File: src/hdl/oca_pkg.sv
// Package for the orbit cycle analysis block: map constants and sequencer states.
// No dependencies; used by oca_step and oca_ctrl.
`default_nettype none

package oca_pkg;

  // Width of the result fields on the ports
  localparam int unsigned OUT_W = 16;

  // f(x) = x*x + MAP_MUL*x + MAP_ADD, reduced mod M
  localparam int unsigned MAP_MUL = 37;
  localparam int unsigned MAP_ADD = 7;

  typedef enum logic [2:0] {
    CS_IDLE,
    CS_WARM,
    CS_LAM,
    CS_LEAD,
    CS_MU_T,
    CS_MU_L,
    CS_DONE
  } ctrl_state_e;

endpackage

`default_nettype wire

File: src/hdl/oca_step.sv
// Shared map unit: one multiply, then a bit-serial restoring reduction mod M.
// Depends on oca_pkg for the map constants.
`default_nettype none

module oca_step #(
  parameter int unsigned XW = 16
) (
  input  wire logic          clk_i,
  input  wire logic          rst_ni,
  input  wire logic          go_i,
  input  wire logic [XW-1:0] x_i,
  input  wire logic [XW-1:0] m_i,
  output logic               done_o,
  output logic [XW-1:0]      y_o
);

  // x*(x+37)+7 stays below 2^(2*XW+2) for every XW >= 4
  localparam int unsigned PW = 2 * XW + 2;
  localparam int unsigned FW = 2 * XW + 6;
  localparam int unsigned CW = $clog2(PW);
  localparam logic [CW-1:0] LAST = CW'(PW - 1);

  logic [XW+5:0] xp;
  logic [FW-1:0] prod_full;
  logic [PW-1:0] dvd_q;
  logic [XW-1:0] r_q;
  logic [XW:0]   r_shift;
  logic [XW-1:0] r_d;
  logic [CW-1:0] cnt_q;
  logic          busy_q;
  logic          done_q;

  assign xp        = (XW + 6)'(x_i) + (XW + 6)'(oca_pkg::MAP_MUL);
  assign prod_full = FW'(x_i) * FW'(xp) + FW'(oca_pkg::MAP_ADD);

  // one dividend bit per cycle; remainder stays below m
  assign r_shift = {r_q, dvd_q[PW-1]};
  assign r_d     = (r_shift >= {1'b0, m_i}) ? XW'(r_shift - {1'b0, m_i}) : XW'(r_shift);

  always_ff @(posedge clk_i or negedge rst_ni) begin
    if (!rst_ni) begin
      busy_q <= 1'b0;
      done_q <= 1'b0;
      cnt_q  <= '0;
    end else begin
      done_q <= busy_q && (cnt_q == LAST);
      if (go_i) begin
        busy_q <= 1'b1;
        cnt_q  <= '0;
      end else if (busy_q) begin
        cnt_q <= cnt_q + CW'(1);
        if (cnt_q == LAST) begin
          busy_q <= 1'b0;
        end
      end
    end
  end

  always_ff @(posedge clk_i) begin
    if (go_i) begin
      dvd_q <= prod_full[PW-1:0];
      r_q   <= '0;
    end else if (busy_q) begin
      dvd_q <= {dvd_q[PW-2:0], 1'b0};
      r_q   <= r_d;
    end
  end

  assign done_o = done_q;
  assign y_o    = r_q;

endmodule

`default_nettype wire

File: src/hdl/oca_ctrl.sv
// Sequencer: walks the orbit through the shared map unit and counts mu and lambda.
// Depends on oca_pkg (states) and oca_step.
`default_nettype none

module oca_ctrl #(
  parameter int unsigned XW = 16
) (
  input  wire logic          clk_i,
  input  wire logic          rst_ni,
  input  wire logic          in_valid_i,
  output logic               in_ready_o,
  input  wire logic [XW-1:0] start_value_i,
  input  wire logic [XW-1:0] modulus_i,
  output logic               res_valid_o,
  input  wire logic          res_take_i,
  output logic [XW-1:0]      mu_o,
  output logic [XW-1:0]      lam_o
);

  oca_pkg::ctrl_state_e state_q, state_d;

  logic [XW-1:0] m_q, m_d;
  logic [XW-1:0] start_q, start_d;
  logic [XW-1:0] ref_q, ref_d;
  logic [XW-1:0] lead_q, lead_d;
  logic [XW-1:0] trail_q, trail_d;
  logic [XW-1:0] cnt_q, cnt_d;
  logic [XW-1:0] lam_q, lam_d;
  logic [XW-1:0] mu_q, mu_d;

  logic          go;
  logic [XW-1:0] x_go;
  logic          done;
  logic [XW-1:0] y;

  oca_step #(
    .XW(XW)
  ) u_step (
    .clk_i  (clk_i),
    .rst_ni (rst_ni),
    .go_i   (go),
    .x_i    (x_go),
    .m_i    (m_q),
    .done_o (done),
    .y_o    (y)
  );

  always_ff @(posedge clk_i or negedge rst_ni) begin
    if (!rst_ni) begin
      state_q <= oca_pkg::CS_IDLE;
    end else begin
      state_q <= state_d;
    end
  end

  always_ff @(posedge clk_i) begin
    m_q     <= m_d;
    start_q <= start_d;
    ref_q   <= ref_d;
    lead_q  <= lead_d;
    trail_q <= trail_d;
    cnt_q   <= cnt_d;
    lam_q   <= lam_d;
    mu_q    <= mu_d;
  end

  always_comb begin
    state_d     = state_q;
    m_d         = m_q;
    start_d     = start_q;
    ref_d       = ref_q;
    lead_d      = lead_q;
    trail_d     = trail_q;
    cnt_d       = cnt_q;
    lam_d       = lam_q;
    mu_d        = mu_q;
    go          = 1'b0;
    x_go        = y;
    in_ready_o  = 1'b0;
    res_valid_o = 1'b0;

    unique case (state_q)
      oca_pkg::CS_IDLE: begin
        in_ready_o = 1'b1;
        if (in_valid_i) begin
          start_d = start_value_i;
          m_d     = (modulus_i == '0) ? XW'(1) : modulus_i;
          cnt_d   = '0;
          go      = 1'b1;
          x_go    = start_value_i;
          state_d = oca_pkg::CS_WARM;
        end
      end
      // M steps put the walk on the cycle
      oca_pkg::CS_WARM: begin
        if (done) begin
          go = 1'b1;
          if (cnt_q == m_q - XW'(1)) begin
            ref_d   = y;
            lam_d   = XW'(1);
            state_d = oca_pkg::CS_LAM;
          end else begin
            cnt_d = cnt_q + XW'(1);
          end
        end
      end
      // step round the cycle until back at the reference element
      oca_pkg::CS_LAM: begin
        if (done) begin
          go = 1'b1;
          if (y == ref_q) begin
            cnt_d   = '0;
            x_go    = start_q;
            state_d = oca_pkg::CS_LEAD;
          end else begin
            lam_d = lam_q + XW'(1);
          end
        end
      end
      // lead runs lambda steps ahead of the start
      oca_pkg::CS_LEAD: begin
        if (done) begin
          if (cnt_q == lam_q - XW'(1)) begin
            lead_d  = y;
            trail_d = start_q;
            mu_d    = '0;
            if (y == start_q) begin
              state_d = oca_pkg::CS_DONE;
            end else begin
              go      = 1'b1;
              x_go    = start_q;
              state_d = oca_pkg::CS_MU_T;
            end
          end else begin
            go    = 1'b1;
            cnt_d = cnt_q + XW'(1);
          end
        end
      end
      oca_pkg::CS_MU_T: begin
        if (done) begin
          trail_d = y;
          go      = 1'b1;
          x_go    = lead_q;
          state_d = oca_pkg::CS_MU_L;
        end
      end
      oca_pkg::CS_MU_L: begin
        if (done) begin
          lead_d = y;
          mu_d   = mu_q + XW'(1);
          if (y == trail_q) begin
            state_d = oca_pkg::CS_DONE;
          end else begin
            go      = 1'b1;
            x_go    = trail_q;
            state_d = oca_pkg::CS_MU_T;
          end
        end
      end
      oca_pkg::CS_DONE: begin
        res_valid_o = 1'b1;
        if (res_take_i) begin
          state_d = oca_pkg::CS_IDLE;
        end
      end
      default: begin
        state_d = oca_pkg::CS_IDLE;
      end
    endcase
  end

  assign mu_o  = mu_q;
  assign lam_o = lam_q;

endmodule

`default_nettype wire

File: src/hdl/orbit_cycle_analysis.sv
// Top level of the orbit cycle analysis block: modulus register, sequencer, result register.
// Depends on oca_pkg and oca_ctrl.
//
//   channel  | valid        | ready        | payload
//   ---------+--------------+--------------+-----------------------------------
//   input    | in_valid_i   | in_ready_o   | start_value_i
//   output   | out_valid_o  | out_ready_i  | precycle_length_o, cycle_length_o
//   config   | cfg_we_i     | (none)       | cfg_wdata_i (modulus)
//
// Each map step is a bit-serial reduction in the shared unit, then a handover cycle in which
// the next product is formed. An item takes about (M + 2*lambda + 2*mu) steps.
// in_ready_o is high only while the sequencer is idle; one item is in work at a time.
// A finished result sits in the output register, so the next item can start while it waits;
// a second result stalls in the sequencer until the register is free.
// Reset clears control state and sets the modulus to 1.
`default_nettype none

module orbit_cycle_analysis #(
  parameter int unsigned VALUE_WIDTH = 16
) (
  input  wire logic        clk_i,
  input  wire logic        rst_ni,
  input  wire logic        cfg_we_i,
  input  wire logic [15:0] cfg_wdata_i,
  input  wire logic        in_valid_i,
  output logic             in_ready_o,
  input  wire logic [15:0] start_value_i,
  output logic             out_valid_o,
  input  wire logic        out_ready_i,
  output logic [15:0]      precycle_length_o,
  output logic [15:0]      cycle_length_o
);

  // ports are 16 bits, so only min(VALUE_WIDTH, 16) bits ever carry information
  localparam int unsigned XW = (VALUE_WIDTH < oca_pkg::OUT_W) ? VALUE_WIDTH : oca_pkg::OUT_W;

  logic [15:0]   modulus_q;
  logic          res_valid;
  logic          res_take;
  logic [XW-1:0] mu;
  logic [XW-1:0] lam;
  logic          out_valid_q;
  logic [15:0]   prec_q;
  logic [15:0]   cyc_q;

  always_ff @(posedge clk_i or negedge rst_ni) begin
    if (!rst_ni) begin
      modulus_q <= 16'd1;
    end else if (cfg_we_i) begin
      modulus_q <= cfg_wdata_i;
    end
  end

  oca_ctrl #(
    .XW(XW)
  ) u_ctrl (
    .clk_i         (clk_i),
    .rst_ni        (rst_ni),
    .in_valid_i    (in_valid_i),
    .in_ready_o    (in_ready_o),
    .start_value_i (start_value_i[XW-1:0]),
    .modulus_i     (modulus_q[XW-1:0]),
    .res_valid_o   (res_valid),
    .res_take_i    (res_take),
    .mu_o          (mu),
    .lam_o         (lam)
  );

  // result register: load when empty or being drained this cycle
  assign res_take = res_valid && (!out_valid_q || out_ready_i);

  always_ff @(posedge clk_i or negedge rst_ni) begin
    if (!rst_ni) begin
      out_valid_q <= 1'b0;
    end else if (res_take) begin
      out_valid_q <= 1'b1;
    end else if (out_ready_i) begin
      out_valid_q <= 1'b0;
    end
  end

  always_ff @(posedge clk_i) begin
    if (res_take) begin
      prec_q <= 16'(mu);
      cyc_q  <= 16'(lam);
    end
  end

  assign out_valid_o       = out_valid_q;
  assign precycle_length_o = prec_q;
  assign cycle_length_o    = cyc_q;

`ifndef SYNTH
  // an accepted item keeps the sequencer busy for at least the next cycle
  a_busy_after_accept: assert property (@(posedge clk_i) disable iff (!rst_ni)
    (in_valid_i && in_ready_o) |=> !in_ready_o)
    else $error("input taken again straight after an accept");

  // the sequencer never offers a result while it is taking items
  a_idle_no_result: assert property (@(posedge clk_i) disable iff (!rst_ni)
    in_ready_o |-> !res_valid)
    else $error("result pending while idle");

  // every cycle has at least one element
  a_cycle_nonzero: assert property (@(posedge clk_i) disable iff (!rst_ni)
    out_valid_o |-> (cycle_length_o != 16'd0))
    else $error("zero cycle length");

  // a result is taken into the register only once per item
  a_single_take: assert property (@(posedge clk_i) disable iff (!rst_ni)
    res_take |=> !res_valid)
    else $error("result offered twice");
`endif

endmodule

`default_nettype wire

File: config.mk
export PLATFORM = sky130hd
export DESIGN_NAME = orbit_cycle_analysis
export DESIGN_NICKNAME = d
export VERILOG_FILES = /design/src/hdl/oca_pkg.sv /design/src/hdl/oca_step.sv /design/src/hdl/oca_ctrl.sv /design/src/hdl/orbit_cycle_analysis.sv
export SDC_FILE = /design/constraint.sdc
export NUM_CORES = 1
export LEC_CHECK = 0
export BUFFER_PORTS_ARGS = -buffer_cell sky130_fd_sc_hd__buf_2
export CORE_UTILIZATION = 60
export CTS_BUF_LIST = sky130_fd_sc_hd__clkbuf_2 sky130_fd_sc_hd__clkbuf_4 sky130_fd_sc_hd__clkbuf_8
export DETAILED_ROUTE_END_ITERATION = 16
export HOLD_SLACK_MARGIN = 0.15
export MAX_ROUTING_LAYER = met4
export PLACE_DENSITY = 0.8
export SETUP_SLACK_MARGIN = 0.5
export SYNTH_ARGS = -nofsm -noshare
export SYNTH_HDL_FRONTEND = slang
export SYNTH_SLANG_ARGS = --single-unit
File: constraint.sdc
create_clock -name clk_i -period 10.8 [get_ports clk_i]
set_input_delay 1.08 -clock clk_i [delete_from_list [all_inputs] [get_ports clk_i]]
set_output_delay 1.08 -clock clk_i [all_outputs]
set_load 0.02 [all_outputs]
[After elaboration in Yosys (flattened, before gate mapping)]
Cells that the tools add are included.
W data, S select, Z words.
Operators by class
  $lt $le $gt $ge: 1
  $mul: 1
  muxes and demuxes: 67
  eq/ne operators: 25
  $add $sub $neg: 9
  reduce and logical (&&, ||, !) cells: 20
Operators by type and width (number)
  $mux W16: 29
  $pmux W16 S2: 4
  $eq A16 B16 Y1: 5
  $pmux W16 S5: 1
  $mux W34: 2
  $pmux W16 S4: 1
  $add A16 B1 Y16 const B: 3
  $add A34 B3 Y34 const B: 1
  $mul A16 B17 Y33: 1
  $sub A16 B1 Y16 const B: 2
  $mux W3: 10
  $pmux W3 S7: 1
  $ne A2 B2 Y1 const B: 10
  $add A16 B6 Y17 const B: 1
  $ge A17 B16 Y1: 1
  $logic_not A16 Y1: 1
  $sub A16 B16 Y16: 1
  $mux W1: 14
  $mux W6: 2
  $reduce_and A10 Y1: 1
  $reduce_bool A2 Y1: 5
  $eq A3 B3 Y1 const B: 3
  $reduce_and A4 Y1: 2
  $reduce_and A8 Y1: 1
  16 further kinds: 21
Storage, ports and cells
  input port bits: 37
  output and inout bits: 34
  register bits after elaboration: 238
  logic and storage cells: 141

[Longest topological paths before layout]
Gate-level depths: netlist (run 1).
  word-level depth: 9
  mapped depth: 45
  gate-level depth less buffers: 41

[Hierarchy]
A second synthesis (run 1) with hierarchy kept.
Second synthesis, totals
  cells, all modules: 2304
  area total of the unflattened synthesis: 22918.2 µm²
By module, submodules not included
  oca_step: area an instance 13086.3 µm², sequential area each 1541.5 µm², cells each 1426, instances 1
  oca_ctrl: area an instance 8176.6 µm², sequential area each 3918.8 µm², cells each 808, instances 1
  orbit_cycle_analysis: area an instance 1655.3 µm², sequential area each 1387.6 µm², cells each 70, instances 1

[Worst setup path before layout (run 1)]
No wires, ideal clock.
  path type: in2reg
  start point: in in_valid_i
  end point: reg u_ctrl.u_step.dvd_q[32], data pin
  library setup time: 0.263 ns
  required time: 10.537 ns
  data arrival time: 11.224 ns
  path buffers: 2
  stages: 34
  slack: -0.687 ns
  path through: nand2_1 > nor2_1 > a221o_1 > a221oi_1 > a21oi_1 > o22ai_1 > or2_2 > o21ai_0 > nand2_1 > ha_1 > clkbuf_1 > nor2_1 > fa_1 > inv_1 > fa_1 > fa_1 > inv_1 > fa_1 > fa_1 > inv_1 > fa_1 > inv_1 > ha_1 > clkbuf_1 > nand2_1 > o21ai_0 > o21bai_1 > xnor2_1 > or4b_2 > nor4_4 > nand4_1 > nor4_1 > nor3b_1 > o31ai_1
Between the ends
  longest elaborated chain between the ends: 6
  elaborated cells on any way between the ends: 8
  those cells by class: add/sub (2); mul (1); mux (5)
Ends and longest elaborated chain
  start, declared: line orbit_cycle_analysis.sv:25  | input wire logic in_valid_i,
  $mux W16: line oca_ctrl.sv:85  | if (in_valid_i) begin
  $pmux W16 S5: line oca_ctrl.sv:82  | unique case (state_q)
  $add A16 B6 Y17: line oca_step.sv:33  | assign xp = (XW + 6)'(x_i) + (XW + 6)'(oca_pkg::MAP_MUL);
  $mul A16 B17 Y33: line oca_step.sv:34  | assign prod_full = FW'(x_i) * FW'(xp) + FW'(oca_pkg::MAP_ADD);
  $add A34 B3 Y34: line oca_step.sv:34
  $mux W34 (*): line oca_step.sv:60  | if (go_i) begin
  end signal, assigned: line oca_step.sv:61  | dvd_q <= prod_full[PW-1:0];
  end signal, assigned: line oca_step.sv:64  | dvd_q <= {dvd_q[PW-2:0], 1'b0};
  end, declared: line oca_step.sv:25  | logic [PW-1:0] dvd_q;
Every way passes the cells marked *; elsewhere a longest branch is shown, timed or not.
A chain may end at the register's enable or synchronous reset.

[Final worst setup path (run 1)]
  start point: reg u_ctrl.lam_q[0] (netlist: u_ctrl.lam_o[0])
  end point: reg u_ctrl.u_step.dvd_q[27], data pin
Between the ends
  longest elaborated chain between the ends: 9
  elaborated cells on any way between the ends: 12
  those cells by class: add/sub (3); mul (1); eq/ne (1); mux (7)
Ends and longest elaborated chain
  start, declared: line oca_ctrl.sv:28  | logic [XW-1:0] lam_q, lam_d;
  start signal, assigned: line oca_ctrl.sv:63  | lam_q <= lam_d;
  $sub A16 B1 Y16 (*): line oca_ctrl.sv:123  | if (cnt_q == lam_q - XW'(1)) begin
  $eq A16 B16 Y1 (*): line oca_ctrl.sv:123
  $mux W16: line oca_ctrl.sv:123
  $mux W16: line oca_ctrl.sv:122  | if (done) begin
  $pmux W16 S5: line oca_ctrl.sv:82
  $add A16 B6 Y17: line oca_step.sv:33
  $mul A16 B17 Y33: line oca_step.sv:34
  $add A34 B3 Y34: line oca_step.sv:34
  $mux W34 (*): line oca_step.sv:60
Marks and branches as above.

==> key figures, run 1 <==
Placement
  – Worst slack, placed: -0.0655 ns
  – HPWL Detailed: 48,300 um
  – Gpl congestion: 1.01
  – Inst Count DP: 3,013
  – IO buf count: 70

Clock tree
  – CTS clk-pin slew, worst paths: 0.06 ns
  – CTS tree: built
  – Sink Count: 238
  – CTS root buf: clkbuf_8
  – Hold_buf cts: 0
  – Max Root-Sink Buffers: 3
  – CTS H-tree depth: 2
  – Worst-Skew Late Latency: 0.59 ns
  – CTS buffer count: 40

Floorplanning
  – Die height: 198 um
  – Starting Density: 61.1%
  – Core Rows: 71
  – Core region area: 37,700 um^2
  – Die area: 39,100 um^2
  – Die width: 198 um
  – Boundary Pins: 71

Flow run
  – Max_cap viols: 0

Global routing
  – Total GRT Usage: 34.6%
  – First-pass GRT wire length: 102,000 um
  – Vias in the first global route: 18,800
  – Initial antenna violation count: 2
  – Largest net degree at the start of global routing: 75
  – Grt total ovfl: 0

Timing
  – Worst rel slew slack: 19.8%
  – Final Critical Period: 10.46 ns
  – Final hold viol count: 0
  – Unrepaired setup endpoints after global routing: yes
  – Clock skew: 0.0582 ns
  – Slew @ Worst Pin: 1.20 ns
  – Slew Limit Fails: 0
  – Max Freq: 95.6 MHz
  – Final Setup Violations: 0
  – Post-layout worst setup margin: 0.342 ns
  – Tcrit/Tclk final: 96.8%

Synth
  – Syn Inst Count: 2,411
  – EDFF count, synth: 194
  – Asr flop ratio synth: 11.8%
  – Yosys cell types: 87
  – Main synth FF type: edfxtp_1
  – Syn_area_per_cell: 9.55 um^2
  – Mapped cell area: 23,000 um^2
  – Seq/Total Area, Yosys: 29.8%
  – Net Count, Synth: 2,802
  – FF+latch count, synth: 238
  – Synth Warn #: 0

Finish
  – Post-Layout Cell Count: 3,155
  – Ratio of cells with drive above 1 in the final layout: 26.4%
  – Final net count: 3,004
  – Fillers: 2,712
  – Area of the multi-input gates: 15,600 um^2
  – Area Growth Syn to Fin: 18.5%
  – Register area: 6860 um^2
  – Layout Utilization: 72.4%

Drt
  – 1st-pass router iterations: 6
  – Number of remaining DRC errors: 0
  – Via count: 19,000
  – Routed WL: 65,200 um
  – Wire per inst: 20.7 um
  – Vias per inst: 6.01
  – DRT antenna net count: 0
  – DRT iter0 DRCs: 1,652

Setup path
  – Critical-path top delay cell: fa_1
  – R2R cell count: 45
  – Critical-path maximum fanout: 5
  – WP data arrival: 10.74 ns
  – Crit-path most repeated cell: fa_1
  – CP max stage delay: 0.54 ns
  – CP Class: reg -> reg
  – CP endpoint kind: flop
  – Critical Path RT: 11.08 ns
  – Crit start category: flop
  – FF-to-FF Start: u_ctrl.lam_o[0]$_SDFFCE_PN1P_
  – R2r endpoint: u_ctrl.u_step.dvd_q[27]$_DFFE_PP_
  – R2R Setup Slk: 0.34 ns

Worst hold path
  – Worst hold start: modulus_q[2]$_DFFE_PN0P_
  – Hold Crit Depth: 0
  – Hold Crit Class: reg -> reg
  – Worst hold endpoint: u_ctrl.m_q[2]$_SDFFCE_PN0P_

Pwr
  – Logic pwr share: 1.1%
  – Sw Ratio: 20.9%
  – P_sw: 398 uW
  – Clk pwr share: 46.8%
  – Power Total: 1910 uW
  – Internal Power: 1510 uW
  – Seq pwr share: 52.0%
  – Cell Pwr Density: 70.0 nW/um^2
  – Leakage: 0.0116 uW
  – Max VDD drop: 91.5 uV

Run status
  – Outcome: finished clean
==> through the flow <==
step / hold WS (ns) / area (um^2) / setup TNS, ns
6_report: 0.481 / 27300 / 0
5_1_grt: 0.494 / 27300 / 0
4_1_cts: 0.482 / 26500 / 0
3_5_place_dp: 0.460 / 24900 / -0.103
3_3_place_gp: 0.455 / 24900 / 0
2_1_floorplan: 0.421 / 23400 / 0
==> flip-flops by register name, indices dropped and copies added, names as in the netlist <==
register,count
u_ctrl.u_step.dvd_q,34
cycle_length_o,16
modulus_q,16
precycle_length_o,16
u_ctrl.cnt_q,16
u_ctrl.lam_o,16
u_ctrl.lead_q,16
u_ctrl.m_q,16
u_ctrl.mu_o,16
u_ctrl.ref_q,16
u_ctrl.start_q,16
u_ctrl.trail_q,16
u_ctrl.u_step.y_o,16
u_ctrl.u_step.cnt_q,6
u_ctrl.state_q,3
out_valid_o,1
u_ctrl.u_step.busy_q,1
u_ctrl.u_step.done_o,1
==> routing by layer <==
layer  routed length (um)  track usage [%]  vias to the layer above
li1                     -                -                     8531
met1                27100             47.7                     9263
met2                29600             51.2                      993
met3                 6290             7.20                      171
met4                 2200             11.2                        0
met5                    0                -                        -
==> synth_stat cells, types with 12 or more instances <==
cell type	instances	area share (%)
a211oi_1	24	0.78
a21oi_1	116	2.5
a221oi_1	12	0.46
and2_1	16	0.43
and3_1	19	0.52
clkbuf_1	120	2.0
dfrtp_1	27	2.9
dfxtp_1	16	1.4
edfxtp_1	194	25
fa_1	209	18
ha_1	145	7.9
inv_1	312	5.1
mux2_2	36	1.8
nand2_1	114	1.9
nand2b_1	48	1.3
nand3_1	53	1.2
nand4_1	30	0.82
nor2_1	258	4.2
nor2b_1	18	0.49
nor3_1	42	0.91
nor4_1	20	0.54
o21a_1	22	0.72
o21ai_0	78	1.7
o22ai_1	14	0.38
or2_2	90	2.4
xnor2_1	86	3.3
xor2_1	100	3.8
==> worst max path at each step <==
stage | from | to | depth (start not counted)
3_5_place_dp | u_ctrl.lam_o[1]$_SDFFCE_PN0P_ | u_ctrl.u_step.dvd_q[31]$_DFFE_PP_ | 40
5_1_grt | u_ctrl.lam_o[0]$_SDFFCE_PN1P_ | u_ctrl.u_step.dvd_q[32]$_DFFE_PP_ | 41
2_1_floorplan | u_ctrl.lam_o[0]$_SDFFCE_PN1P_ | u_ctrl.u_step.dvd_q[32]$_DFFE_PP_ | 45
3_3_place_gp | u_ctrl.lam_o[1]$_SDFFCE_PN0P_ | u_ctrl.u_step.dvd_q[31]$_DFFE_PP_ | 41
6_report | u_ctrl.lam_o[0]$_SDFFCE_PN1P_ | u_ctrl.u_step.dvd_q[27]$_DFFE_PP_ | 45
4_1_cts | u_ctrl.lam_o[0]$_SDFFCE_PN1P_ | u_ctrl.u_step.dvd_q[31]$_DFFE_PP_ | 44
==> cells by family (layout without fill, tap and decap cells) <==
logic type / Yosys count / count (layout) / share of synthesized area [%]
and+or+nand+nor: 765 / 766 / 16.8
muxes: 41 / 41 / 1.98
AOI/OAI and AO/OA: 376 / 376 / 10.8
DFF: 238 / 238 / 29.8
xor gates and xnor gates: 186 / 186 / 7.08
adders and majority gates: 354 / 354 / 26.1
other: 0 / 2 / 0
buffers and inverters: 451 / 681 / 7.55
==> worst max-delay path: cells and delay by family (launching register included) <==
family	cells	cell delay (ns)
adder cells (fa/ha/maj)	10	3.88
AND/OR/NAND/NOR	13	2.72
AO/OA/AOI/OAI	8	1.57
buffers and inverters	12	1.15
flip-flops	1	0.41
XOR/XNOR	2	0.40
==> power groups by stage <==
stage | logic, uW | registers, uW | clock network (uW)
2_1_floorplan | 12.9 | 1010 | 0
3_3_place_gp | 20.6 | 1010 | 0
3_5_place_dp | 21.6 | 1010 | 0
4_1_cts | 21.8 | 994 | 903
5_1_grt | 23.7 | 994 | 939
6_report | 21.8 | 994 | 894
==> area by class of cell <==
type                       count  share of cell area, %
multi-input combinational   1723                   57.1
sequential                   238                   25.1
timing repair buffer         294                   7.79
inverter                     316                   4.39
clock buffer                  57                   2.53
tap                          511                   2.34
clock inverter                14                  0.679
antenna                        2                 0.0184
==> cells in the final DEF (no fill, tap or decap), types with 14 or more instances in the layout <==
master and count:
nand3_1 43, and2_1 14, buf_6 14, nor2_1 249, fa_1 196, o21a_1 21, dfrtp_1 27, buf_2 71
or2_2 78, xnor2_1 77, and3_1 16, nand2_1 109, o21ai_0 69, xor2_1 96, inv_2 25, edfxtp_1 194
mux2_2 36, a21oi_1 107, nand2b_1 48, clkbuf_4 15, inv_1 286, clkbuf_8 42, nor3_1 32, ha_1 113
nand4_1 30, nor2b_1 16, buf_4 204, ha_4 24, a211oi_1 22, nor4_1 16
==> timing repair <==
action,4_1_cts,5_1_grt
buffers inserted,38,30
cloned,1,0
setup endpoints to repair,15,18
gates resized for setup,89,121
pin swaps,67,62
Power figures use the tool's default switching activity.
==> inputs of run 2 (changes only) <==
--- a/config.mk
+++ b/config.mk
@@ -15,4 +15,5 @@
 export SETUP_SLACK_MARGIN = 0.5
 export SYNTH_ARGS = -nofsm -noshare
 export SYNTH_HDL_FRONTEND = slang
+export SYNTH_HIERARCHICAL = 1
 export SYNTH_SLANG_ARGS = --single-unit
==> run 2 against run 1 <==
Clock skew down 0.011 ns. Maximum frequency up 3.2%. Global-route usage down 2.6 points. Critical path depth down 11. Die area down 0.41%. Hold slack worse by 0.0089 ns. Final cell count down 7.4%. Power down 3.0%. Highest routed layer unchanged.
==> key figures, run 2 <==
Timing
  – Unrepaired setup endpoints after global routing: no
  – Post-layout worst setup margin: 0.671 ns (+0.329 ns)
  – Tcrit/Tclk final: 93.8% (-3.0 points)
  – Slew @ Worst Pin: 1.27 ns (+0.0737 ns)
  – Final Setup Violations: 0 (unchanged)
  – Final hold viol count: 0 (unchanged)
  – Max Freq: 98.7 MHz (+3.2%)
  – Fin Hold WS: 0.472 ns (-0.00894 ns)
  – Worst rel slew slack: 14.9% (-4.9 points)
  – Slew Limit Fails: 0 (unchanged)
  – Setup TNS Final: 0 ns (unchanged)
  – Clock skew: 0.0473 ns (-0.0109 ns)
  – Final Critical Period: 10.13 ns (-0.329 ns)

Worst hold path
  – Worst hold start: modulus_q[12]$_DFFE_PN0P_
  – Worst hold endpoint: u_ctrl/m_q[12]$_SDFFCE_PN0P_
  – Hold Crit Class: reg -> reg
  – Hold Crit Depth: 0 (unchanged)

Setup path
  – CP endpoint kind: flop
  – Crit start category: flop
  – FF-to-FF Start: u_ctrl/lam_o[6]$_SDFFCE_PN0P_
  – Critical-path maximum fanout: 14 (+9)
  – Critical Path RT: 11.11 ns (+0.03 ns)
  – R2R cell count: 34 (-24%)
  – R2r endpoint: u_ctrl/u_step/dvd_q[27]$_DFFE_PP_
  – Crit-path most repeated cell: fa_1
  – CP max stage delay: 0.57 ns (+0.03 ns)
  – Critical-path top delay cell: or4_4
  – R2R Setup Slk: 0.67 ns (+0.33 ns)
  – WP data arrival: 10.43 ns (-0.31 ns)
  – Cell family with most CP delay: adder cells
  – WP buf/inv: 5 (-7)
  – CP Class: reg -> reg

Flow run
  – Max_cap viols: 0 (unchanged)

Global routing
  – Largest net degree at the start of global routing: 64 (-15%)
  – Grt total ovfl: 0 (unchanged)
  – Initial antenna violation count: 1 (-1)
  – Vias in the first global route: 17,400 (-7.4%)
  – Total GRT Usage: 32.0% (-2.6 points)
  – First-pass GRT wire length: 94,800 um (-6.9%)

Synth
  – Area leader, netlist: edfxtp_1
  – Asr flop ratio synth: 11.8% (unchanged)
  – Seq/Total Area, Yosys: 29.9% (+0.13 points)
  – Synth Warn #: 6 (+6)
  – Main synth FF type: edfxtp_1
  – Synth cell count leaders: inv_1 (292), fa_1 (212), edfxtp_1 (194), ha_1 (147), nand2b_1 (145)
  – Dominant cells by area after synthesis: edfxtp_1 (25%), fa_1 (19%), ha_1 (8.0%)
  – Count leader, synth: inv_1
  – Yosys cell types: 85 (-2.3%)
  – FF+latch count, synth: 238 (unchanged)
  – Net Count, Synth: 2,700 (-3.6%)
  – Mapped cell area: 22,900 um^2 (-0.42%)
  – Syn Inst Count: 2,304 (-4.4%)
  – EDFF count, synth: 194 (unchanged)
  – Post-synth top area share: 25.4% (+0.11 points)
  – Syn_area_per_cell: 9.95 um^2 (+4.2%)

Pwr
  – Leakage: 0.0109 uW (-6.3%)
  – Max VDD drop: 93.1 uV (+1.7%)
  – Cell Pwr Density: 73.1 nW/um^2 (+4.3%)

Clock tree
  – Worst-Skew Late Latency: 0.58 ns (about the same)
  – CTS clk-pin slew, worst paths: 0.07 ns (about the same)
  – CTS buffer count: 41 (+2.5%)
  – Sink Count: 238 (unchanged)
  – CTS tree: built
  – Max Root-Sink Buffers: 3 (unchanged)
  – CTS H-tree depth: 2 (unchanged)
  – CTS root buf: clkbuf_8

Drt
  – 1st-pass router iterations: 6 (unchanged)
  – Wire per inst: 20.3 um (-1.9%)
  – Routed WL: 59,300 um (-9.1%)
  – Via count: 17,700 (-6.8%)
  – Number of remaining DRC errors: 0 (unchanged)
  – Vias per inst: 6.04 (+0.56%)
  – DRT antenna net count: 0 (unchanged)
  – DRT iter0 DRCs: 2,058 (+25%)

Run status
  – Outcome: finished clean

Finish
  – Ratio of cells with drive above 1 in the final layout: 15.3% (-11 points)
  – Max reg flops: 34 (unchanged)
  – Final net count: 2,775 (-7.6%)
  – Commonest non-fill, non-tap cell in the layout: inv_1
  – Most frequent cells in the layout: inv_1 (292), fa_1 (207), edfxtp_1 (194), nand2b_1 (143), nor2_1 (140)
  – Reg with most FFs: u_ctrl/u_step/dvd_q
  – Area Growth Syn to Fin: 10.6%

Placement
  – Gpl congestion: 0.992 (-2.1%)
  – IO buf count: 70 (unchanged)
  – HPWL Detailed: 44,600 um (-7.6%)
  – Worst slack, placed: 0.165 ns (+0.231 ns)

Floorplanning
  – Core Rows: 71 (unchanged)
  – Die height: 197 um (-0.21%)
  – Die width: 197 um (-0.21%)
  – Core region area: 37,700 um^2 (unchanged)
  – Die area: 39,000 um^2 (-0.41%)
  – Boundary Pins: 71 (unchanged)
  – Starting Density: 60.8% (-0.26 points)
==> run 2: cell count changes after synthesis, sizes merged, moves of 33 or more <==
cell    change
nor2b      +86
nor2      -117
xor2       -33
or2        -83
a21oi      -40
nand2b     +97
==> run 2: cell families (layout without fill, tap and decap cells) <==
kind of cell	Yosys count	count (layout)	synth area share (%)
muxes	70	70	3.55
adders and majority gates	359	359	26.5
other	0	1	0
buffers and inverters	428	535	7.28
xor gates and xnor gates	155	155	5.92
DFF	238	238	29.9
AOI/OAI and AO/OA	330	330	9.98
and+or+nand+nor	724	724	16.8
==> run 2: timing repair <==
item | 4_1_cts | 5_1_grt
endpoints found under the setup margin | 13 | 18
setup buffers | 2 | 14
hold buffers | 0 | 0
resized for setup | 9 | 77
pin swaps | 1 | 31
cloned | 0 | 1
==> run 2: cell type report <==
cell class,instances,area [um^2]
antenna,1,2.50
clock inverter,21,151
clock buffer,54,674
timing repair buffer,164,1110
inverter,296,1110
fill,2896,12300
multi-input combinational,1638,14800
tap,511,639
sequential,238,6850
==> run 2: power breakdown <==
| group | switching [uW] | total [uW] | internal [uW] | leakage [uW] |
|---|---|---|---|---|
| Combinational | 10.5 | 23.5 | 13.0 | 0.00821 |
| Sequential | 5.17 | 994 | 989 | 0.00221 |
| Clock | 378 | 835 | 457 | 0.000430 |
| Total | 394 | 1850 | 1460 | 0.0109 |
==> run 2: metal layers <==
layer  wire length [um]  track usage (%)  vias to the layer above  share of wire (%)
met4               1150             7.78                        0                1.9
met3               6250             6.73                      107                 11
met2              26600             46.5                      937                 45
li1                   -                -                     7961                  -
met5                  0                -                        -                  0
met1              25300             45.9                     8657                 43
==> run 2: worst register-to-register path, delay by kind of cell, from the launching register on <==
family          cells  cell delay (ns)
fa+ha+maj           8             3.64
flops               1             0.41
mux                 1             0.27
simple gates       12             3.16
compound gates      7             1.71
buf+inv             5             0.53
xor+xnor            1             0.16
==> run 2: how the worst max path moves through the flow <==
stage	startpoint	endpoint	depth (start not counted)
floorplan	u_ctrl/lam_o[5]$_SDFFCE_PN0P_	u_ctrl/u_step/dvd_q[30]$_DFFE_PP_	36
global placement	u_ctrl/lam_o[9]$_SDFFCE_PN0P_	u_ctrl/u_step/dvd_q[27]$_DFFE_PP_	33
detailed placement	u_ctrl/lam_o[1]$_SDFFCE_PN0P_	u_ctrl/u_step/dvd_q[27]$_DFFE_PP_	35
CTS	u_ctrl/lam_o[5]$_SDFFCE_PN0P_	u_ctrl/u_step/dvd_q[33]$_DFFE_PP_	33
global route	u_ctrl/lam_o[7]$_SDFFCE_PN0P_	u_ctrl/u_step/dvd_q[27]$_DFFE_PP_	34
finish	u_ctrl/lam_o[6]$_SDFFCE_PN0P_	u_ctrl/u_step/dvd_q[27]$_DFFE_PP_	34
==> run 2: per-stage QoR <==
stage	utilization [%]	instances	instance area [um^2]	total power [uW]
floorplan	-	2304	22900	1030
global placement	63.7	2830	24000	1030
detailed placement	63.7	2830	24000	1040
CTS	66.0	2907	24800	1870
global route	67.3	2923	25400	1910
finish	67.3	2923	25400	1850
==> inputs of run 3 (changes only) <==
--- a/config.mk
+++ b/config.mk
@@ -12,6 +12,7 @@
 export HOLD_SLACK_MARGIN = 0.15
 export MAX_ROUTING_LAYER = met4
 export PLACE_DENSITY = 0.8
+export RECOVER_POWER = 50
 export SETUP_SLACK_MARGIN = 0.5
 export SYNTH_ARGS = -nofsm -noshare
 export SYNTH_HDL_FRONTEND = slang
==> run 3 against run 2 <==
The flow now finishes with violations (capacitance limit, slew limit). Final area shrank 0.62%. First-iteration DRC count grew 4.8%. Maximum frequency decreased by 0.36%. Sequential power hardly changed. Global-route usage stayed put. Setup slack worse by 0.037 ns. Clock skew down 0.00065 ns. Hold slack improved by 0.00066 ns. Critical path depth rose by 3. Routed wire length is 0.11% higher. Power shrank 0.26%. Non-clock buffer count is the same.
==> key figures, run 3 (same netlist as run 2, synthesis figures left out) <==
Drt
  – Routed WL: 59,300 um (+0.11%)
  – DRT iter0 DRCs: 2,157 (+4.8%)
  – Number of remaining DRC errors: 0 (unchanged)
  – DRT antenna net count: 0 (unchanged)
  – Wire per inst: 20.3 um (+0.11%)
  – Vias per inst: 6.05 (+0.14%)
  – 1st-pass router iterations: 8 (+2)
  – Via count: 17,700 (+0.14%)

Clock tree
  – Sink Count: 238 (unchanged)
  – Worst-Skew Late Latency: 0.58 ns (about the same)
  – CTS H-tree depth: 2 (unchanged)
  – Max Root-Sink Buffers: 3 (unchanged)
  – CTS buffer count: 41 (unchanged)
  – CTS tree: built
  – CTS clk-pin slew, worst paths: 0.07 ns (about the same)
  – CTS root buf: clkbuf_8
  – Hold_buf cts: 0 (unchanged)

Pwr
  – Max VDD drop: 92.9 uV (-0.20%)
  – Leakage: 0.0107 uW (-1.6%)
  – Cell Pwr Density: 73.3 nW/um^2 (+0.36%)
  – Power Total: 1850 uW (-0.26%)

Global routing
  – Total GRT Usage: 32.0% (unchanged)
  – Grt total ovfl: 0 (unchanged)
  – Largest net degree at the start of global routing: 64 (unchanged)
  – Vias in the first global route: 17,400 (unchanged)
  – First-pass GRT wire length: 94,800 um (unchanged)
  – Initial antenna violation count: 1 (unchanged)

Floorplanning
  – Core region area: 37,700 um^2 (unchanged)
  – Boundary Pins: 71 (unchanged)
  – Die area: 39,000 um^2 (unchanged)
  – Core Rows: 71 (unchanged)
  – Starting Density: 60.8% (unchanged)
  – Die width: 197 um (unchanged)
  – Die height: 197 um (unchanged)

Finish
  – Final instance area: 25,200 um^2 (-0.62%)
  – Area Growth Syn to Fin: 9.94%
  – Max reg flops: 34 (unchanged)
  – Most frequent cells in the layout: inv_1 (292), fa_1 (207), edfxtp_1 (194), nand2b_1 (143), nor2_1 (140)
  – Reg with most FFs: u_ctrl/u_step/dvd_q
  – Final net count: 2,775 (unchanged)
  – Post-Layout Cell Count: 2,923 (unchanged)
  – Ratio of cells with drive above 1 in the final layout: 12.8% (-2.5 points)
  – Commonest non-fill, non-tap cell in the layout: inv_1

Timing
  – Final Setup Violations: 0 (unchanged)
  – Clock skew: 0.0467 ns (-0.000649 ns)
  – Slew @ Worst Pin: 1.75 ns (+0.478 ns)
  – Slew Limit Fails: 63 (+63)
  – Setup TNS Final: 0 ns (unchanged)
  – Tcrit/Tclk final: 94.1% (+0.34 points)
  – Worst rel slew slack: -16.5% (-31 points)
  – Unrepaired setup endpoints after global routing: no
  – Final hold viol count: 0 (unchanged)
  – Max Freq: 98.4 MHz (-0.36%)
  – Final Critical Period: 10.17 ns (+0.0371 ns)
  – Fin Hold WS: 0.473 ns (+0.000658 ns)

Setup path
  – Critical-path maximum fanout: 20 (+6)
  – Crit start category: flop
  – Critical Path Source: u_ctrl/state_q[2]$_DFFE_PN0P_
  – CP max stage delay: 0.70 ns (+0.13 ns)
  – CP endpoint kind: flop
  – WP data arrival: 10.47 ns (+0.04 ns)
  – Critical Path RT: 11.10 ns (about the same)
  – CP Class: reg -> reg
  – FF-to-FF Start: u_ctrl/state_q[2]$_DFFE_PN0P_
  – Critical-path top delay cell: clkbuf_1

Worst hold path
  – Hold Crit Class: reg -> reg
  – Worst hold start: modulus_q[12]$_DFFE_PN0P_

Placement
  – Gpl congestion: 0.992 (unchanged)
  – Inst Count DP: 2,830 (unchanged)
  – DP Area: 24,000 um^2 (unchanged)
  – IO buf count: 70 (unchanged)
  – HPWL Detailed: 44,600 um (unchanged)

Run status
  – Outcome: finished, violations left
  – Failing checks: capacitance limit, slew limit

Flow run
  – Max_cap viols: 2 (+2)
-- run 3: changes by cell type in the layout (fill, tap and decap cells not counted), sizes merged --
cell	change
buf	-53
clkbuf	+53
-- run 3: what timing repair did --
item,in CTS,in global routing
cloned,0,1
resized for setup,9,77
pin swaps,1,31
endpoints found under the setup margin,13,18
setup buffers,2,14
-- run 3: critical path, delay by kind of cell (launching register included) --
family,cells,cell delay (ns)
AOI/OAI and AO/OA,10,2.21
xor gates and xnor gates,1,0.16
adders and majority gates,9,3.84
buffers and inverters,9,1.73
DFF,1,0.66
muxes,1,0.27
and+or+nand+nor,7,1.04
-- run 3: worst paths after layout --
check / end / slack, ns / cells after the start
min reg2reg: u_ctrl/m_q[12]$_SDFFCE_PN0P_ / 0.47 / 0
max in group asynchronous: u_ctrl/u_step/done_o$_DFF_PN0_ / 8.80 / 1
min: u_ctrl/m_q[12]$_SDFFCE_PN0P_ / 0.47 / 0
max: u_ctrl/u_step/dvd_q[27]$_DFFE_PP_ / 0.63 / 37
max reg2reg: u_ctrl/u_step/dvd_q[27]$_DFFE_PP_ / 0.63 / 37
min in group asynchronous: out_valid_o$_DFFE_PN0P_ / 0.97 / 1
-- run 3: report_power, final --
group | switching, uW | internal (uW)
logic | 10.1 | 9.33
clock network | 378 | 457
registers | 4.90 | 989
total | 393 | 1460
-- run 3: layout make-up --
class | count | area [um^2]
multi-input cells | 1638 | 14800
fillers | 2936 | 12500
flip-flops and latches | 238 | 6850
inverters | 296 | 1110
repair buffers | 164 | 992
clock buffers | 54 | 674
well taps | 511 | 639
clock inverters | 21 | 151
diodes | 1 | 2.50
-- run 3: per-layer routing --
layer | routed length [um] | track usage [%]
met5 | 0 | -
met4 | 1040 | 7.78
met3 | 6260 | 6.73
met2 | 26700 | 46.5
met1 | 25300 | 45.9
-- run 3: stage by stage --
stage,setup WS (ns),util (%)
floorplan,0.537,-
global placement,0.344,63.7
detailed placement,0.165,63.7
CTS,0.508,66.0
global route,0.156,66.9
finish,0.634,66.9
